<file path="src/hw/rtl/rk4pd_pkg.sv">
// ----------------------------------------------------------------------------
// rk4pd_pkg
// Shared widths, reset values, codes and helpers of the RK4 projectile step.
// ----------------------------------------------------------------------------
`default_nettype none

package rk4pd_pkg;

  localparam int FracBits = 16;
  localparam int DataW    = 32;
  localparam int ProdW    = 2 * DataW;
  localparam int CntW     = $clog2(DataW);
  localparam int KW       = 17;
  localparam int HW       = 17;
  localparam int StepW    = 16;
  localparam int CfgIdxW  = 2;
  localparam int AccW     = DataW + 4;
  localparam int DivW     = AccW - 1;
  localparam int DivCntW  = $clog2(DivW);
  localparam int WideW    = ProdW + 2;

  localparam logic signed [DataW-1:0] GravityRst = -32'sd642253;
  localparam logic signed [KW-1:0]    DragRst    = -17'sd655;
  localparam logic [HW-1:0]           TimeRst    = 17'd655;
  localparam logic [StepW-1:0]        StepMax    = '1;

  localparam logic [CfgIdxW-1:0] CfgGravity = 2'd0;
  localparam logic [CfgIdxW-1:0] CfgDrag    = 2'd1;
  localparam logic [CfgIdxW-1:0] CfgTime    = 2'd2;

  localparam logic signed [WideW-1:0] RoundC = WideW'(1) <<< (FracBits - 1);
  localparam logic signed [WideW-1:0] Max32W = WideW'(64'sd2147483647);
  localparam logic signed [WideW-1:0] Min32W = WideW'(-64'sd2147483648);

  typedef enum logic [2:0] {
    ST_IDLE,
    ST_MUL,
    ST_SQRT,
    ST_DIV,
    ST_OUT
  } state_e;

  typedef enum logic [3:0] {
    OP_SQX,
    OP_SQY,
    OP_KV,
    OP_AX,
    OP_AY,
    OP_D0,
    OP_D1,
    OP_D2,
    OP_D3
  } op_e;

  function automatic logic signed [DataW-1:0] sat32(input logic signed [WideW-1:0] v);
    logic signed [DataW-1:0] r;
    if (v > Max32W) begin
      r = {1'b0, {(DataW-1){1'b1}}};
    end else if (v < Min32W) begin
      r = {1'b1, {(DataW-1){1'b0}}};
    end else begin
      r = v[DataW-1:0];
    end
    return r;
  endfunction

  function automatic logic [DataW-1:0] abs32(input logic signed [DataW-1:0] a);
    return a[DataW-1] ? (~a + DataW'(1)) : a;
  endfunction

endpackage

`default_nettype wire

</file>
<file path="src/hw/rtl/rk4pd_if.sv">
// ----------------------------------------------------------------------------
// rk4pd_if
// Valid/ready channels of the RK4 projectile step: input, result, config.
// ----------------------------------------------------------------------------
`default_nettype none

interface rk4pd_in_if;
  logic                                 valid;
  logic                                 ready;
  logic                                 action;
  logic signed [rk4pd_pkg::DataW-1:0]   start_vx;
  logic signed [rk4pd_pkg::DataW-1:0]   start_vy;
  modport source (output valid, action, start_vx, start_vy, input ready);
  modport sink (input valid, action, start_vx, start_vy, output ready);
endinterface

interface rk4pd_out_if;
  logic                                 valid;
  logic                                 ready;
  logic [rk4pd_pkg::StepW-1:0]          step_number;
  logic signed [rk4pd_pkg::DataW-1:0]   out_vx;
  logic signed [rk4pd_pkg::DataW-1:0]   out_vy;
  logic signed [rk4pd_pkg::DataW-1:0]   out_x;
  logic signed [rk4pd_pkg::DataW-1:0]   out_y;
  logic                                 landed;
  modport source (output valid, step_number, out_vx, out_vy, out_x, out_y, landed,
                  input ready);
  modport sink (input valid, step_number, out_vx, out_vy, out_x, out_y, landed,
                output ready);
endinterface

interface rk4pd_cfg_if;
  logic                                 valid;
  logic                                 ready;
  logic [rk4pd_pkg::CfgIdxW-1:0]        index;
  logic [rk4pd_pkg::DataW-1:0]          data;
  modport source (output valid, index, data, input ready);
  modport sink (input valid, index, data, output ready);
endinterface

`default_nettype wire

</file>
<file path="src/hw/rtl/rk4pd_mul.sv">
// ----------------------------------------------------------------------------
// rk4pd_mul
// Unsigned 32x32 shift-add multiplier, one multiplier bit per cycle.
// ----------------------------------------------------------------------------
`default_nettype none

module rk4pd_mul (
  input  wire logic                              clk_i,
  input  wire logic                              rst_ni,
  input  wire logic                              start_i,
  input  wire logic [rk4pd_pkg::DataW-1:0]       a_i,
  input  wire logic [rk4pd_pkg::DataW-1:0]       b_i,
  output logic                                   done_o,
  output logic [rk4pd_pkg::ProdW-1:0]            prod_o
);

  logic                               busy_q;
  logic                               done_q;
  logic [rk4pd_pkg::CntW-1:0]         cnt_q;
  logic [rk4pd_pkg::DataW-1:0]        mc_q;
  logic [rk4pd_pkg::ProdW-1:0]        p_q;
  logic [rk4pd_pkg::DataW:0]          sum;

  // The multiplier sits in the low half and leaves one bit per cycle.
  assign sum = {1'b0, p_q[rk4pd_pkg::ProdW-1:rk4pd_pkg::DataW]}
             + {1'b0, (p_q[0] ? mc_q : '0)};

  always_ff @(posedge clk_i or negedge rst_ni) begin
    if (!rst_ni) begin
      busy_q <= 1'b0;
      done_q <= 1'b0;
      cnt_q  <= '0;
    end else begin
      done_q <= 1'b0;
      if (start_i) begin
        busy_q <= 1'b1;
        cnt_q  <= '0;
      end else if (busy_q) begin
        cnt_q <= cnt_q + 1'b1;
        if (cnt_q == '1) begin
          busy_q <= 1'b0;
          done_q <= 1'b1;
        end
      end
    end
  end

  always_ff @(posedge clk_i) begin
    if (start_i) begin
      p_q  <= {{rk4pd_pkg::DataW{1'b0}}, b_i};
      mc_q <= a_i;
    end else if (busy_q) begin
      p_q <= {sum, p_q[rk4pd_pkg::DataW-1:1]};
    end
  end

  assign done_o = done_q;
  assign prod_o = p_q;

endmodule

`default_nettype wire

</file>
<file path="src/hw/rtl/rk4pd_sqrt.sv">
// ----------------------------------------------------------------------------
// rk4pd_sqrt
// Restoring integer square root of a 64-bit value, one root bit per cycle.
// ----------------------------------------------------------------------------
`default_nettype none

module rk4pd_sqrt (
  input  wire logic                              clk_i,
  input  wire logic                              rst_ni,
  input  wire logic                              start_i,
  input  wire logic [rk4pd_pkg::ProdW-1:0]       rad_i,
  output logic                                   done_o,
  output logic [rk4pd_pkg::DataW-1:0]            root_o
);

  logic                               busy_q;
  logic                               done_q;
  logic [rk4pd_pkg::CntW-1:0]         cnt_q;
  logic [rk4pd_pkg::ProdW-1:0]        n_q;
  logic [rk4pd_pkg::DataW+1:0]        rem_q;
  logic [rk4pd_pkg::DataW-1:0]        root_q;
  logic [rk4pd_pkg::DataW+3:0]        shifted;
  logic [rk4pd_pkg::DataW+3:0]        trial;
  logic                               ge;
  logic [rk4pd_pkg::DataW+3:0]        diff;

  assign shifted = {rem_q, n_q[rk4pd_pkg::ProdW-1 -: 2]};
  assign trial   = {2'b00, root_q, 2'b01};
  assign ge      = (shifted >= trial);
  assign diff    = shifted - trial;

  always_ff @(posedge clk_i or negedge rst_ni) begin
    if (!rst_ni) begin
      busy_q <= 1'b0;
      done_q <= 1'b0;
      cnt_q  <= '0;
    end else begin
      done_q <= 1'b0;
      if (start_i) begin
        busy_q <= 1'b1;
        cnt_q  <= '0;
      end else if (busy_q) begin
        cnt_q <= cnt_q + 1'b1;
        if (cnt_q == '1) begin
          busy_q <= 1'b0;
          done_q <= 1'b1;
        end
      end
    end
  end

  always_ff @(posedge clk_i) begin
    if (start_i) begin
      n_q    <= rad_i;
      rem_q  <= '0;
      root_q <= '0;
    end else if (busy_q) begin
      n_q    <= {n_q[rk4pd_pkg::ProdW-3:0], 2'b00};
      rem_q  <= ge ? diff[rk4pd_pkg::DataW+1:0] : shifted[rk4pd_pkg::DataW+1:0];
      root_q <= {root_q[rk4pd_pkg::DataW-2:0], ge};
    end
  end

  assign done_o = done_q;
  assign root_o = root_q;

endmodule

`default_nettype wire

</file>
<file path="src/hw/rtl/rk4_projectile_drag_step.sv">
// Flow: a load word, or a step word after landing, goes from ST_IDLE through ST_OUT to the
// output register. A step word runs four RK stages of nine serial multiplies and one serial
// square root, then four bit-serial divisions by six. Throughput is one word at a time, set by
// the shared multiplier; a finished word waits in the output register while the next word is
// accepted.
// Reset clears the state to zero and loads the register defaults; no clearing pass is needed.
// ----------------------------------------------------------------------------
// rk4_projectile_drag_step
// Fourth-order Runge-Kutta step of a 2-D projectile with quadratic drag.
// ----------------------------------------------------------------------------
`default_nettype none

module rk4_projectile_drag_step (
  input  wire logic       clk_i,
  input  wire logic       rst_ni,
  rk4pd_in_if.sink        in_i,
  rk4pd_out_if.source     out_o,
  rk4pd_cfg_if.sink       cfg_i
);

  localparam int DW = rk4pd_pkg::DataW;
  localparam int WW = rk4pd_pkg::WideW;
  localparam int AW = rk4pd_pkg::AccW;
  localparam int QW = rk4pd_pkg::DivW;

  rk4pd_pkg::state_e state_q, state_d;
  rk4pd_pkg::op_e    op_q;

  logic signed [DW-1:0] px_q, py_q, vx_q, vy_q;
  logic [rk4pd_pkg::StepW-1:0] step_q;
  logic landed_q;
  logic signed [DW-1:0] g_q;
  logic signed [rk4pd_pkg::KW-1:0] k_q;
  logic [rk4pd_pkg::HW-1:0] h_q;

  logic signed [DW-1:0] svx_q, svy_q, kv_q, ax_q, ay_q, dvx_q, speed_q;
  logic [rk4pd_pkg::ProdW-1:0] sq_q;
  logic signed [AW-1:0] acc_q [4];
  logic [1:0] stage_q, cidx_q;
  logic mgo_q, sgo_q, mneg_q, ov_q;
  logic [QW-1:0] dq_q;
  logic [2:0] drem_q;
  logic dneg_q;
  logic [rk4pd_pkg::DivCntW-1:0] dcnt_q;

  logic [rk4pd_pkg::StepW-1:0] o_step_q;
  logic signed [DW-1:0] o_vx_q, o_vy_q, o_x_q, o_y_q;
  logic o_landed_q;

  logic in_fire, cfg_fire, mul_done, sq_done, div_last, out_load, last_stage;
  logic signed [DW-1:0] opa, opb, res, res_g, dvxe, dvye, svx_n, svy_n, st_sel, new_v;
  logic [rk4pd_pkg::ProdW-1:0] prod;
  logic [DW-1:0] root;
  logic signed [WW-1:0] sp, shr;
  logic signed [AW-1:0] wres, acc_rd;
  logic [1:0] ridx;
  logic [3:0] r4;
  logic dbit;
  logic [2:0] rnext;
  logic [QW-1:0] qmag;
  logic signed [QW+1:0] qs;

  assign in_fire    = in_i.valid && in_i.ready;
  assign cfg_fire   = cfg_i.valid && cfg_i.ready;
  assign last_stage = (stage_q == 2'd3);
  assign div_last   = (state_q == rk4pd_pkg::ST_DIV) &&
                      (dcnt_q == rk4pd_pkg::DivCntW'(QW - 1));
  assign out_load   = (state_q == rk4pd_pkg::ST_OUT) && (!ov_q || out_o.ready);

  // Operand selection for the shared multiplier.
  always_comb begin
    opa = svx_q;
    opb = svx_q;
    unique case (op_q)
      rk4pd_pkg::OP_SQX: begin opa = svx_q; opb = svx_q; end
      rk4pd_pkg::OP_SQY: begin opa = svy_q; opb = svy_q; end
      rk4pd_pkg::OP_KV:  begin opa = DW'(k_q); opb = speed_q; end
      rk4pd_pkg::OP_AX:  begin opa = kv_q; opb = svx_q; end
      rk4pd_pkg::OP_AY:  begin opa = kv_q; opb = svy_q; end
      rk4pd_pkg::OP_D0:  begin opa = $signed(DW'(h_q)); opb = svx_q; end
      rk4pd_pkg::OP_D1:  begin opa = $signed(DW'(h_q)); opb = svy_q; end
      rk4pd_pkg::OP_D2:  begin opa = $signed(DW'(h_q)); opb = ax_q; end
      rk4pd_pkg::OP_D3:  begin opa = $signed(DW'(h_q)); opb = ay_q; end
      default:           begin opa = svx_q; opb = svx_q; end
    endcase
  end

  rk4pd_mul u_mul (
    .clk_i   (clk_i),
    .rst_ni  (rst_ni),
    .start_i (mgo_q),
    .a_i     (rk4pd_pkg::abs32(opa)),
    .b_i     (rk4pd_pkg::abs32(opb)),
    .done_o  (mul_done),
    .prod_o  (prod)
  );

  rk4pd_sqrt u_sqrt (
    .clk_i   (clk_i),
    .rst_ni  (rst_ni),
    .start_i (sgo_q),
    .rad_i   (sq_q),
    .done_o  (sq_done),
    .root_o  (root)
  );

  // Signed fixed-point product: round half up, floor shift, saturate.
  always_comb begin
    sp    = mneg_q ? -$signed({2'b00, prod}) : $signed({2'b00, prod});
    shr   = (sp + rk4pd_pkg::RoundC) >>> rk4pd_pkg::FracBits;
    res   = rk4pd_pkg::sat32(shr);
    res_g = rk4pd_pkg::sat32(WW'(g_q) + WW'(res));
    wres  = (stage_q == 2'd1 || stage_q == 2'd2) ? (AW'(res) <<< 1) : AW'(res);
    dvxe  = (stage_q == 2'd2) ? dvx_q : (dvx_q >>> 1);
    dvye  = (stage_q == 2'd2) ? res : (res >>> 1);
    svx_n = rk4pd_pkg::sat32(WW'(vx_q) + WW'(dvxe));
    svy_n = rk4pd_pkg::sat32(WW'(vy_q) + WW'(dvye));
  end

  // Bit-serial division of the weighted increment sum by six.
  always_comb begin
    ridx   = (state_q == rk4pd_pkg::ST_DIV) ? (cidx_q + 2'd1) : 2'd0;
    acc_rd = acc_q[ridx];
    r4     = {drem_q, dq_q[QW-1]};
    dbit   = (r4 >= 4'd6);
    rnext  = dbit ? 3'(r4 - 4'd6) : r4[2:0];
    qmag   = {dq_q[QW-2:0], dbit};
    qs     = dneg_q ? -$signed({2'b00, qmag}) : $signed({2'b00, qmag});
    unique case (cidx_q)
      2'd0:    st_sel = px_q;
      2'd1:    st_sel = py_q;
      2'd2:    st_sel = vx_q;
      default: st_sel = vy_q;
    endcase
    new_v = rk4pd_pkg::sat32(WW'(st_sel) + WW'(qs));
  end

  // Next state.
  always_comb begin
    state_d = state_q;
    unique case (state_q)
      rk4pd_pkg::ST_IDLE: begin
        if (in_fire) begin
          state_d = (!in_i.action || landed_q) ? rk4pd_pkg::ST_OUT : rk4pd_pkg::ST_MUL;
        end
      end
      rk4pd_pkg::ST_MUL: begin
        if (mul_done) begin
          if (op_q == rk4pd_pkg::OP_SQY) begin
            state_d = rk4pd_pkg::ST_SQRT;
          end else if (op_q == rk4pd_pkg::OP_D3 && last_stage) begin
            state_d = rk4pd_pkg::ST_DIV;
          end
        end
      end
      rk4pd_pkg::ST_SQRT: begin
        if (sq_done) state_d = rk4pd_pkg::ST_MUL;
      end
      rk4pd_pkg::ST_DIV: begin
        if (div_last && cidx_q == 2'd3) state_d = rk4pd_pkg::ST_OUT;
      end
      rk4pd_pkg::ST_OUT: begin
        if (out_load) state_d = rk4pd_pkg::ST_IDLE;
      end
      default: state_d = rk4pd_pkg::ST_IDLE;
    endcase
  end

  // Handshake outputs.
  always_comb begin
    in_i.ready        = (state_q == rk4pd_pkg::ST_IDLE);
    cfg_i.ready       = 1'b1;
    out_o.valid       = ov_q;
    out_o.step_number = o_step_q;
    out_o.out_vx      = o_vx_q;
    out_o.out_vy      = o_vy_q;
    out_o.out_x       = o_x_q;
    out_o.out_y       = o_y_q;
    out_o.landed      = o_landed_q;
  end

  always_ff @(posedge clk_i or negedge rst_ni) begin
    if (!rst_ni) begin
      state_q  <= rk4pd_pkg::ST_IDLE;
      op_q     <= rk4pd_pkg::OP_SQX;
      stage_q  <= '0;
      cidx_q   <= '0;
      mgo_q    <= 1'b0;
      sgo_q    <= 1'b0;
      ov_q     <= 1'b0;
      px_q     <= '0;
      py_q     <= '0;
      vx_q     <= '0;
      vy_q     <= '0;
      step_q   <= '0;
      landed_q <= 1'b0;
      g_q      <= rk4pd_pkg::GravityRst;
      k_q      <= rk4pd_pkg::DragRst;
      h_q      <= rk4pd_pkg::TimeRst;
    end else begin
      state_q <= state_d;
      mgo_q   <= 1'b0;
      sgo_q   <= 1'b0;

      if (cfg_fire) begin
        unique case (cfg_i.index)
          rk4pd_pkg::CfgGravity: g_q <= $signed(cfg_i.data);
          rk4pd_pkg::CfgDrag:    k_q <= $signed(cfg_i.data[rk4pd_pkg::KW-1:0]);
          rk4pd_pkg::CfgTime:    h_q <= cfg_i.data[rk4pd_pkg::HW-1:0];
          default: ;
        endcase
      end

      if (in_fire) begin
        if (!in_i.action) begin
          vx_q     <= in_i.start_vx;
          vy_q     <= in_i.start_vy;
          px_q     <= '0;
          py_q     <= '0;
          step_q   <= '0;
          landed_q <= 1'b0;
        end else if (!landed_q) begin
          op_q    <= rk4pd_pkg::OP_SQX;
          stage_q <= '0;
          mgo_q   <= 1'b1;
        end
      end

      if (state_q == rk4pd_pkg::ST_MUL && mul_done) begin
        if (op_q == rk4pd_pkg::OP_SQY) begin
          sgo_q <= 1'b1;
        end else if (op_q == rk4pd_pkg::OP_D3) begin
          if (last_stage) begin
            cidx_q <= '0;
          end else begin
            stage_q <= stage_q + 2'd1;
            op_q    <= rk4pd_pkg::OP_SQX;
            mgo_q   <= 1'b1;
          end
        end else begin
          op_q  <= rk4pd_pkg::op_e'(op_q + 4'd1);
          mgo_q <= 1'b1;
        end
      end

      if (state_q == rk4pd_pkg::ST_SQRT && sq_done) begin
        op_q  <= rk4pd_pkg::OP_KV;
        mgo_q <= 1'b1;
      end

      if (div_last) begin
        cidx_q <= cidx_q + 2'd1;
        unique case (cidx_q)
          2'd0:    px_q <= new_v;
          2'd1:    py_q <= new_v;
          2'd2:    vx_q <= new_v;
          default: begin
            vy_q     <= new_v;
            landed_q <= py_q[DW-1];
            if (step_q != rk4pd_pkg::StepMax) step_q <= step_q + 1'b1;
          end
        endcase
      end

      if (out_load) begin
        ov_q <= 1'b1;
      end else if (ov_q && out_o.ready) begin
        ov_q <= 1'b0;
      end
    end
  end

  always_ff @(posedge clk_i) begin
    if (in_fire) begin
      svx_q <= vx_q;
      svy_q <= vy_q;
      for (int i = 0; i < 4; i++) acc_q[i] <= '0;
    end

    if (mgo_q) mneg_q <= opa[DW-1] ^ opb[DW-1];

    if (state_q == rk4pd_pkg::ST_MUL && mul_done) begin
      unique case (op_q)
        rk4pd_pkg::OP_SQX: sq_q <= prod;
        rk4pd_pkg::OP_SQY: sq_q <= sq_q + prod;
        rk4pd_pkg::OP_KV:  kv_q <= res;
        rk4pd_pkg::OP_AX:  ax_q <= res;
        rk4pd_pkg::OP_AY:  ay_q <= res_g;
        rk4pd_pkg::OP_D0:  acc_q[0] <= acc_q[0] + wres;
        rk4pd_pkg::OP_D1:  acc_q[1] <= acc_q[1] + wres;
        rk4pd_pkg::OP_D2: begin
          acc_q[2] <= acc_q[2] + wres;
          dvx_q    <= res;
        end
        rk4pd_pkg::OP_D3: begin
          acc_q[3] <= acc_q[3] + wres;
          svx_q    <= svx_n;
          svy_q    <= svy_n;
          // The position sum is already complete, so its division can start.
          dq_q     <= acc_rd[AW-1] ? QW'(-acc_rd) : acc_rd[QW-1:0];
          dneg_q   <= acc_rd[AW-1];
          drem_q   <= '0;
          dcnt_q   <= '0;
        end
        default: ;
      endcase
    end

    if (state_q == rk4pd_pkg::ST_SQRT && sq_done) begin
      speed_q <= root[DW-1] ? {1'b0, {(DW-1){1'b1}}} : $signed(root);
    end

    if (state_q == rk4pd_pkg::ST_DIV) begin
      if (div_last) begin
        dq_q   <= acc_rd[AW-1] ? QW'(-acc_rd) : acc_rd[QW-1:0];
        dneg_q <= acc_rd[AW-1];
        drem_q <= '0;
        dcnt_q <= '0;
      end else begin
        dq_q   <= qmag;
        drem_q <= rnext;
        dcnt_q <= dcnt_q + 1'b1;
      end
    end

    if (out_load) begin
      o_step_q   <= step_q;
      o_vx_q     <= vx_q;
      o_vy_q     <= vy_q;
      o_x_q      <= px_q;
      o_y_q      <= py_q;
      o_landed_q <= landed_q;
    end
  end

endmodule

`default_nettype wire
</file>
<file path="src/flat_wrapper.sv">
// flat-port wrapper written by rule: the top's interface ports become plain ports
module rk4_projectile_drag_step_flat 
  (clk_i, rst_ni, in_i_valid, in_i_action, in_i_start_vx, in_i_start_vy, in_i_ready, out_o_valid, out_o_step_number, out_o_out_vx, out_o_out_vy, out_o_out_x, out_o_out_y, out_o_landed, out_o_ready, cfg_i_valid, cfg_i_index, cfg_i_data, cfg_i_ready);
  rk4pd_in_if in_i_i ();
  rk4pd_out_if out_o_i ();
  rk4pd_cfg_if cfg_i_i ();
  input  wire logic clk_i;
  input  wire logic rst_ni;
  input wire logic [$bits(in_i_i.valid)-1:0] in_i_valid;
  input wire logic [$bits(in_i_i.action)-1:0] in_i_action;
  input wire logic [$bits(in_i_i.start_vx)-1:0] in_i_start_vx;
  input wire logic [$bits(in_i_i.start_vy)-1:0] in_i_start_vy;
  output wire logic [$bits(in_i_i.ready)-1:0] in_i_ready;
  output wire logic [$bits(out_o_i.valid)-1:0] out_o_valid;
  output wire logic [$bits(out_o_i.step_number)-1:0] out_o_step_number;
  output wire logic [$bits(out_o_i.out_vx)-1:0] out_o_out_vx;
  output wire logic [$bits(out_o_i.out_vy)-1:0] out_o_out_vy;
  output wire logic [$bits(out_o_i.out_x)-1:0] out_o_out_x;
  output wire logic [$bits(out_o_i.out_y)-1:0] out_o_out_y;
  output wire logic [$bits(out_o_i.landed)-1:0] out_o_landed;
  input wire logic [$bits(out_o_i.ready)-1:0] out_o_ready;
  input wire logic [$bits(cfg_i_i.valid)-1:0] cfg_i_valid;
  input wire logic [$bits(cfg_i_i.index)-1:0] cfg_i_index;
  input wire logic [$bits(cfg_i_i.data)-1:0] cfg_i_data;
  output wire logic [$bits(cfg_i_i.ready)-1:0] cfg_i_ready;
  assign in_i_i.valid = in_i_valid;
  assign in_i_i.action = in_i_action;
  assign in_i_i.start_vx = in_i_start_vx;
  assign in_i_i.start_vy = in_i_start_vy;
  assign in_i_ready = in_i_i.ready;
  assign out_o_valid = out_o_i.valid;
  assign out_o_step_number = out_o_i.step_number;
  assign out_o_out_vx = out_o_i.out_vx;
  assign out_o_out_vy = out_o_i.out_vy;
  assign out_o_out_x = out_o_i.out_x;
  assign out_o_out_y = out_o_i.out_y;
  assign out_o_landed = out_o_i.landed;
  assign out_o_i.ready = out_o_ready;
  assign cfg_i_i.valid = cfg_i_valid;
  assign cfg_i_i.index = cfg_i_index;
  assign cfg_i_i.data = cfg_i_data;
  assign cfg_i_ready = cfg_i_i.ready;
  rk4_projectile_drag_step u_core (.clk_i(clk_i), .rst_ni(rst_ni), .in_i(in_i_i), .out_o(out_o_i), .cfg_i(cfg_i_i));
endmodule
</file>
<file path="config.mk">
export PLATFORM = sky130hd
export DESIGN_NAME = rk4_projectile_drag_step_flat
export DESIGN_NICKNAME = d
export VERILOG_FILES = /design/src/hw/rtl/rk4pd_pkg.sv /design/src/hw/rtl/rk4pd_if.sv /design/src/hw/rtl/rk4pd_mul.sv /design/src/hw/rtl/rk4pd_sqrt.sv /design/src/hw/rtl/rk4_projectile_drag_step.sv /design/src/flat_wrapper.sv
export SDC_FILE = /design/constraint.sdc
export NUM_CORES = 2
export LEC_CHECK = 0
export BUFFER_PORTS_ARGS = -buffer_cell sky130_fd_sc_hd__buf_2
export CAP_MARGIN = 20
export CORE_MARGIN = 1
export CORE_UTILIZATION = 42
export DETAILED_ROUTE_END_ITERATION = 7
export PLACE_DENSITY_LB_ADDON = 0.1
export SETUP_SLACK_MARGIN = 0.4
export SYNTH_ARGS = -nofsm -noshare
export SYNTH_HDL_FRONTEND = slang
export SYNTH_HIERARCHICAL = 1
export SYNTH_SLANG_ARGS = --single-unit
</file>
<file path="constraint.sdc">
create_clock -name clk_i -period 12.3 [get_ports clk_i]
set_input_delay 1.845 -clock clk_i [delete_from_list [all_inputs] [get_ports clk_i]]
set_output_delay 1.845 -clock clk_i [all_outputs]
set_load 0.01 [all_outputs]
</file>
==> load_flow_metrics.sql <==
INSERT INTO impl_metrics (metric_group, metric, value, unit) VALUES
('worst_hold_path', 'min_path_type', 'flop to flop', ''),
('synthesis', 'synth_compound_gate_area_share', '0.200', ''),
('sta', 'timing.final.max_slew_violations', '0', ''),
('worst_setup_path', 'crit_slowest_cell', 'nor4_1', ''),
('grt', 'first_global_vias', '57417', ''),
('sta', 'final_min_period_over_clock_period', '0.890', ''),
('clocking', 'numCtsBuffers', '136', ''),
('synthesis', 'synthTopCellsByCount', '709 x nand2_1, 685 x edfxtp_1, 672 x nor2_1', ''),
('routing', 'postRouteWirelength', '265000', 'microns'),
('placed_design', 'gp_congestion', '0.987', ''),
('routing', 'detailroute.via_count', '61731', ''),
('clocking', 'cts_root_buf', 'clkbuf_16', ''),
('cells_and_area', 'layout-drive-gt1-share', '0.128', ''),
('clocking', 'clk-insertion-delay-late', '0.82', 'ns'),
('placed_design', 'place_area', '0.0759', 'sq mm'),
('cells_and_area', 'sequential_cell_area', '0.0299', 'sq mm'),
('die', 'die_width', '416', 'microns'),
('grt', 'grtUsageTotal', '0.298', ''),
('cells_and_area', 'area.growth.synth_to_final', '11.6', '%'),
('sta', 'final-hold-violation-count', '0', ''),
('die', 'fp-row-count', '151', ''),
('clocking', 'path_clk_slew', '0.06', 'ns'),
('status', 'failed_checks', 'DRC', ''),
('die', 'core_area', '0.170', 'sq mm'),
('routing', 'drcViolationCount', '15', ''),
('synthesis', 'synth_fa_ha_area_frac', '0.0773', ''),
('worst_setup_path', 'critical_path.n_buffers_inverters', '1', ''),
('cells_and_area', 'layoutNonFillerInstCount', '10066', ''),
('placed_design', 'place_hpwl', '200000', 'microns'),
('cells_and_area', 'final_nets', '8269', ''),
('synthesis', 'yosysWarnings', '6', ''),
('cells_and_area', 'layout.filler_cells', '16131', ''),
('worst_setup_path', 'arrival', '11.57', 'ns'),
('sta', 'setup_viol_count_final', '0', ''),
('clocking', 'htree_levels', '4', ''),
('synthesis', 'postSynthAreaPerCell', '9.51', 'sq um'),
('synthesis', 'synthesis.area', '0.0721', 'sq mm'),
('status', 'result_of_the_run', 'finished, violations left', ''),
('grt', 'gr-total-overflow', '0', ''),
('worst_setup_path', 'critical_path_required', '12.92', 'ns'),
('worst_setup_path', 'cp_slowest_stage_delay', '0.82', 'ns'),
('sta', 'layout_min_cycle_time', '10.95', 'ns'),
('synthesis', 'netlist_top_cells_area', 'edfxtp_1 29%, ha_1 7.4%, dfrtp_1 6.9%', ''),
('worst_setup_path', 'path_common_cell', 'nor4_1', ''),
('grt', 'grt_antenna_before_repair', '15', ''),
('grt', 'grt_start_max_net_pins', '80', ''),
('synthesis', 'async_reset_ff_frac', '0.220', ''),
('clocking', 'cts_hold_buffers', '0', ''),
('worst_setup_path', 'end_kind', 'flop', ''),
('power', 'worst_ir_drop_vdd', '0.167', 'mV'),
('sta', 'clock_skew', '0.0476', 'ns'),
('cells_and_area', 'design_area', '0.0805', 'sq mm'),
('synthesis', 'synth_simple_gate_area_share', '0.153', ''),
('synthesis', 'post_synth_mux_area_share', '0.0578', ''),
('routing', 'tritonroute_pass_1_iters', '8', ''),
('worst_setup_path', 'worstSetupPathType', 'flop to flop', ''),
('placed_design', 'placement.io_buffers', '250', ''),
('worst_setup_path', 'path_delay_family', 'simple AND/OR/NAND/NOR gates', ''),
('cells_and_area', 'multiInputGateArea', '0.0402', 'sq mm'),
('synthesis', 'ys_ff_latch', '1087', ''),
('sta', 'grt_setup_unrepaired', 'false', ''),
('synthesis', 'post-synth-top-area-fraction', '0.285', ''),
('die', 'die_y', '416', 'microns'),
('routing', 'wire_per_inst', '26.4', 'microns'),
('synthesis', 'seq_area_frac_synth', '0.414', ''),
('die', 'ios', '252', ''),
('routing', 'antenna_left', '0', ''),
('flow_run', 'max_cap_viol_count', '0', ''),
('synthesis', 'synth.lib_cells_used.distinct', '125', ''),
('routing', 'routed_via_density', '6.13', ''),
('clocking', 'tritoncts_num_sinks', '1087', '');
[power breakdown]
group	internal (mW)	leakage, nW	total, mW	switching [mW]
logic	3.63	19.0	9.62	5.99
registers	4.83	10.7	5.99	1.16
clock network	2.42	2.20	4.10	1.68
total	10.9	31.9	19.7	8.84
[registers in the layout (all words and copies together) (netlist names), 31 cells and up]
register / count
u_core/out_o.out_vy: 32
u_core/u_mul/mc_q: 32
u_core/px_q: 32
u_core/ay_q: 32
u_core/kv_q: 32
u_core/sq_q: 64
u_core/g_q: 32
u_core/out_o.out_y: 32
u_core/acc_q: 144
u_core/u_sqrt/rem_q: 34
u_core/out_o.out_vx: 32
u_core/ax_q: 32
u_core/speed_q: 31
u_core/vx_q: 32
u_core/py_q: 32
u_core/u_sqrt/n_q: 64
u_core/svx_q: 32
u_core/vy_q: 32
u_core/svy_q: 32
u_core/u_mul/prod_o: 64
u_core/dvx_q: 32
u_core/out_o.out_x: 32
u_core/dq_q: 35
u_core/u_sqrt/root_o: 32
[layer usage]
metal / track usage / routed length (microns)
met1: 0.434 / 123000
met3: 0.0641 / 22800
met5: 0 / 41
met2: 0.435 / 112000
met4: 0.0945 / 8150
[layout by cell type (no fill, tap or decap), types with 45 or more instances in the layout]
cell       Yosys  final
mux2i_1      192    192
xnor2_1      323    314
a31oi_1       95     95
mux2_2       198    198
o21ai_1       75     76
nor3_1       138    136
or3_1         46     46
a21o_1       178    178
dfrtp_1      199    196
o31ai_1       67     67
a211oi_1      71     70
nand3_1      145    145
a21oi_1      583    579
ha_1         425    422
nor2_1       672    667
a222oi_1      47     47
nor2b_1       93     93
a221oi_1      45     45
inv_1        218    217
nand2_1      709    701
or2_2         68     68
and2_1        87     86
and3_1        77     76
xor2_1       213    209
buf_2         20    249
a221o_1       52     52
o21ai_0      457    454
buf_4          2    126
clkbuf_16      0    138
dfxtp_1      163    163
o22ai_1       92     92
nand4_1       45     45
edfxtp_1     685    685
nand2b_1      70     69
[what timing repair did]
item	4_1_cts	5_1_grt
gates resized for setup	0	2
setup endpoints to repair	0	8
buffers inserted	0	0
[final cells by class]
cell class	instances	share of cell area
Sequential cell	1087	0.371
Clock buffer	190	0.0470
Multi-Input combinational cell	5903	0.499
Tap cell	2218	0.0345
Antenna cell	5	0.000155
Clock inverter	61	0.00937
Timing Repair Buffer	380	0.0283
Inverter	222	0.0103
[cell families (layout without fill, tap and decap cells)]
logic type	Yosys count	count (layout)
compound gates	2208	2208
xor+xnor	537	537
fa+ha+maj	441	441
buf+inv	594	853
flops	1087	1087
mux	391	391
other cells	1	6
simple gates	2325	2325
[path summary, 6_finish.rpt]
check / from / to / slack, ns / depth (start not counted)
worst min register to register: u_core/u_sqrt/rem_q[33] / u_core/u_sqrt/rem_q[33] / 0.48 / 2
max in group asynchronous: rst_ni / u_core/u_sqrt/busy_q / 9.31 / 3
worst min-delay path: u_core/u_sqrt/rem_q[33] / u_core/u_sqrt/rem_q[33] / 0.48 / 2
min in group asynchronous: rst_ni / u_core/vy_q[29] / 1.03 / 1
worst max-delay path: u_core/u_mul/prod_o[0] / u_core/svy_q[10] / 1.35 / 27
worst max register to register: u_core/u_mul/prod_o[0] / u_core/svy_q[10] / 1.35 / 27
[worst reg2reg max path: stages, from the launching register on]
cell and delay (ns):
edfxtp_1 0.75, nor4_1 0.40, and4_1 0.49, nand4_2 0.51, o32ai_1 0.61, o32ai_1 0.20
nor4_1 0.82, nand3_1 0.34, or3_1 0.45, and2_1 0.18, nor4_1 0.37, nand4_1 0.30
o21ai_4 0.59, buf_4 0.38, o21ai_1 0.12, ha_1 0.35, and3_1 0.20, nand2_1 0.06
o31ai_1 0.52, a31oi_1 0.31, o31a_1 0.38, a2111oi_0 0.65, o31ai_1 0.25, o21a_1 0.27
xnor2_1 0.15, a21o_1 0.20, nor2_1 0.80, a221oi_1 0.12
[per-stage QoR]
| stage | util | power, mW | setup slack (ns) | hold WS (ns) |
|---|---|---|---|---|
| 2_1_floorplan | - | 12.1 | 2.52 | 0.438 |
| 3_3_place_gp | 0.446 | 15.4 | 1.63 | 0.454 |
| 3_5_place_dp | 0.447 | 15.4 | 1.53 | 0.470 |
| 4_1_cts | 0.473 | 19.6 | 1.44 | 0.483 |
| 5_1_grt | 0.474 | 20.8 | 0.571 | 0.500 |
| 6_report | 0.474 | 19.7 | 1.35 | 0.480 |
No activity file was read; power rests on OpenSTA's default activity.
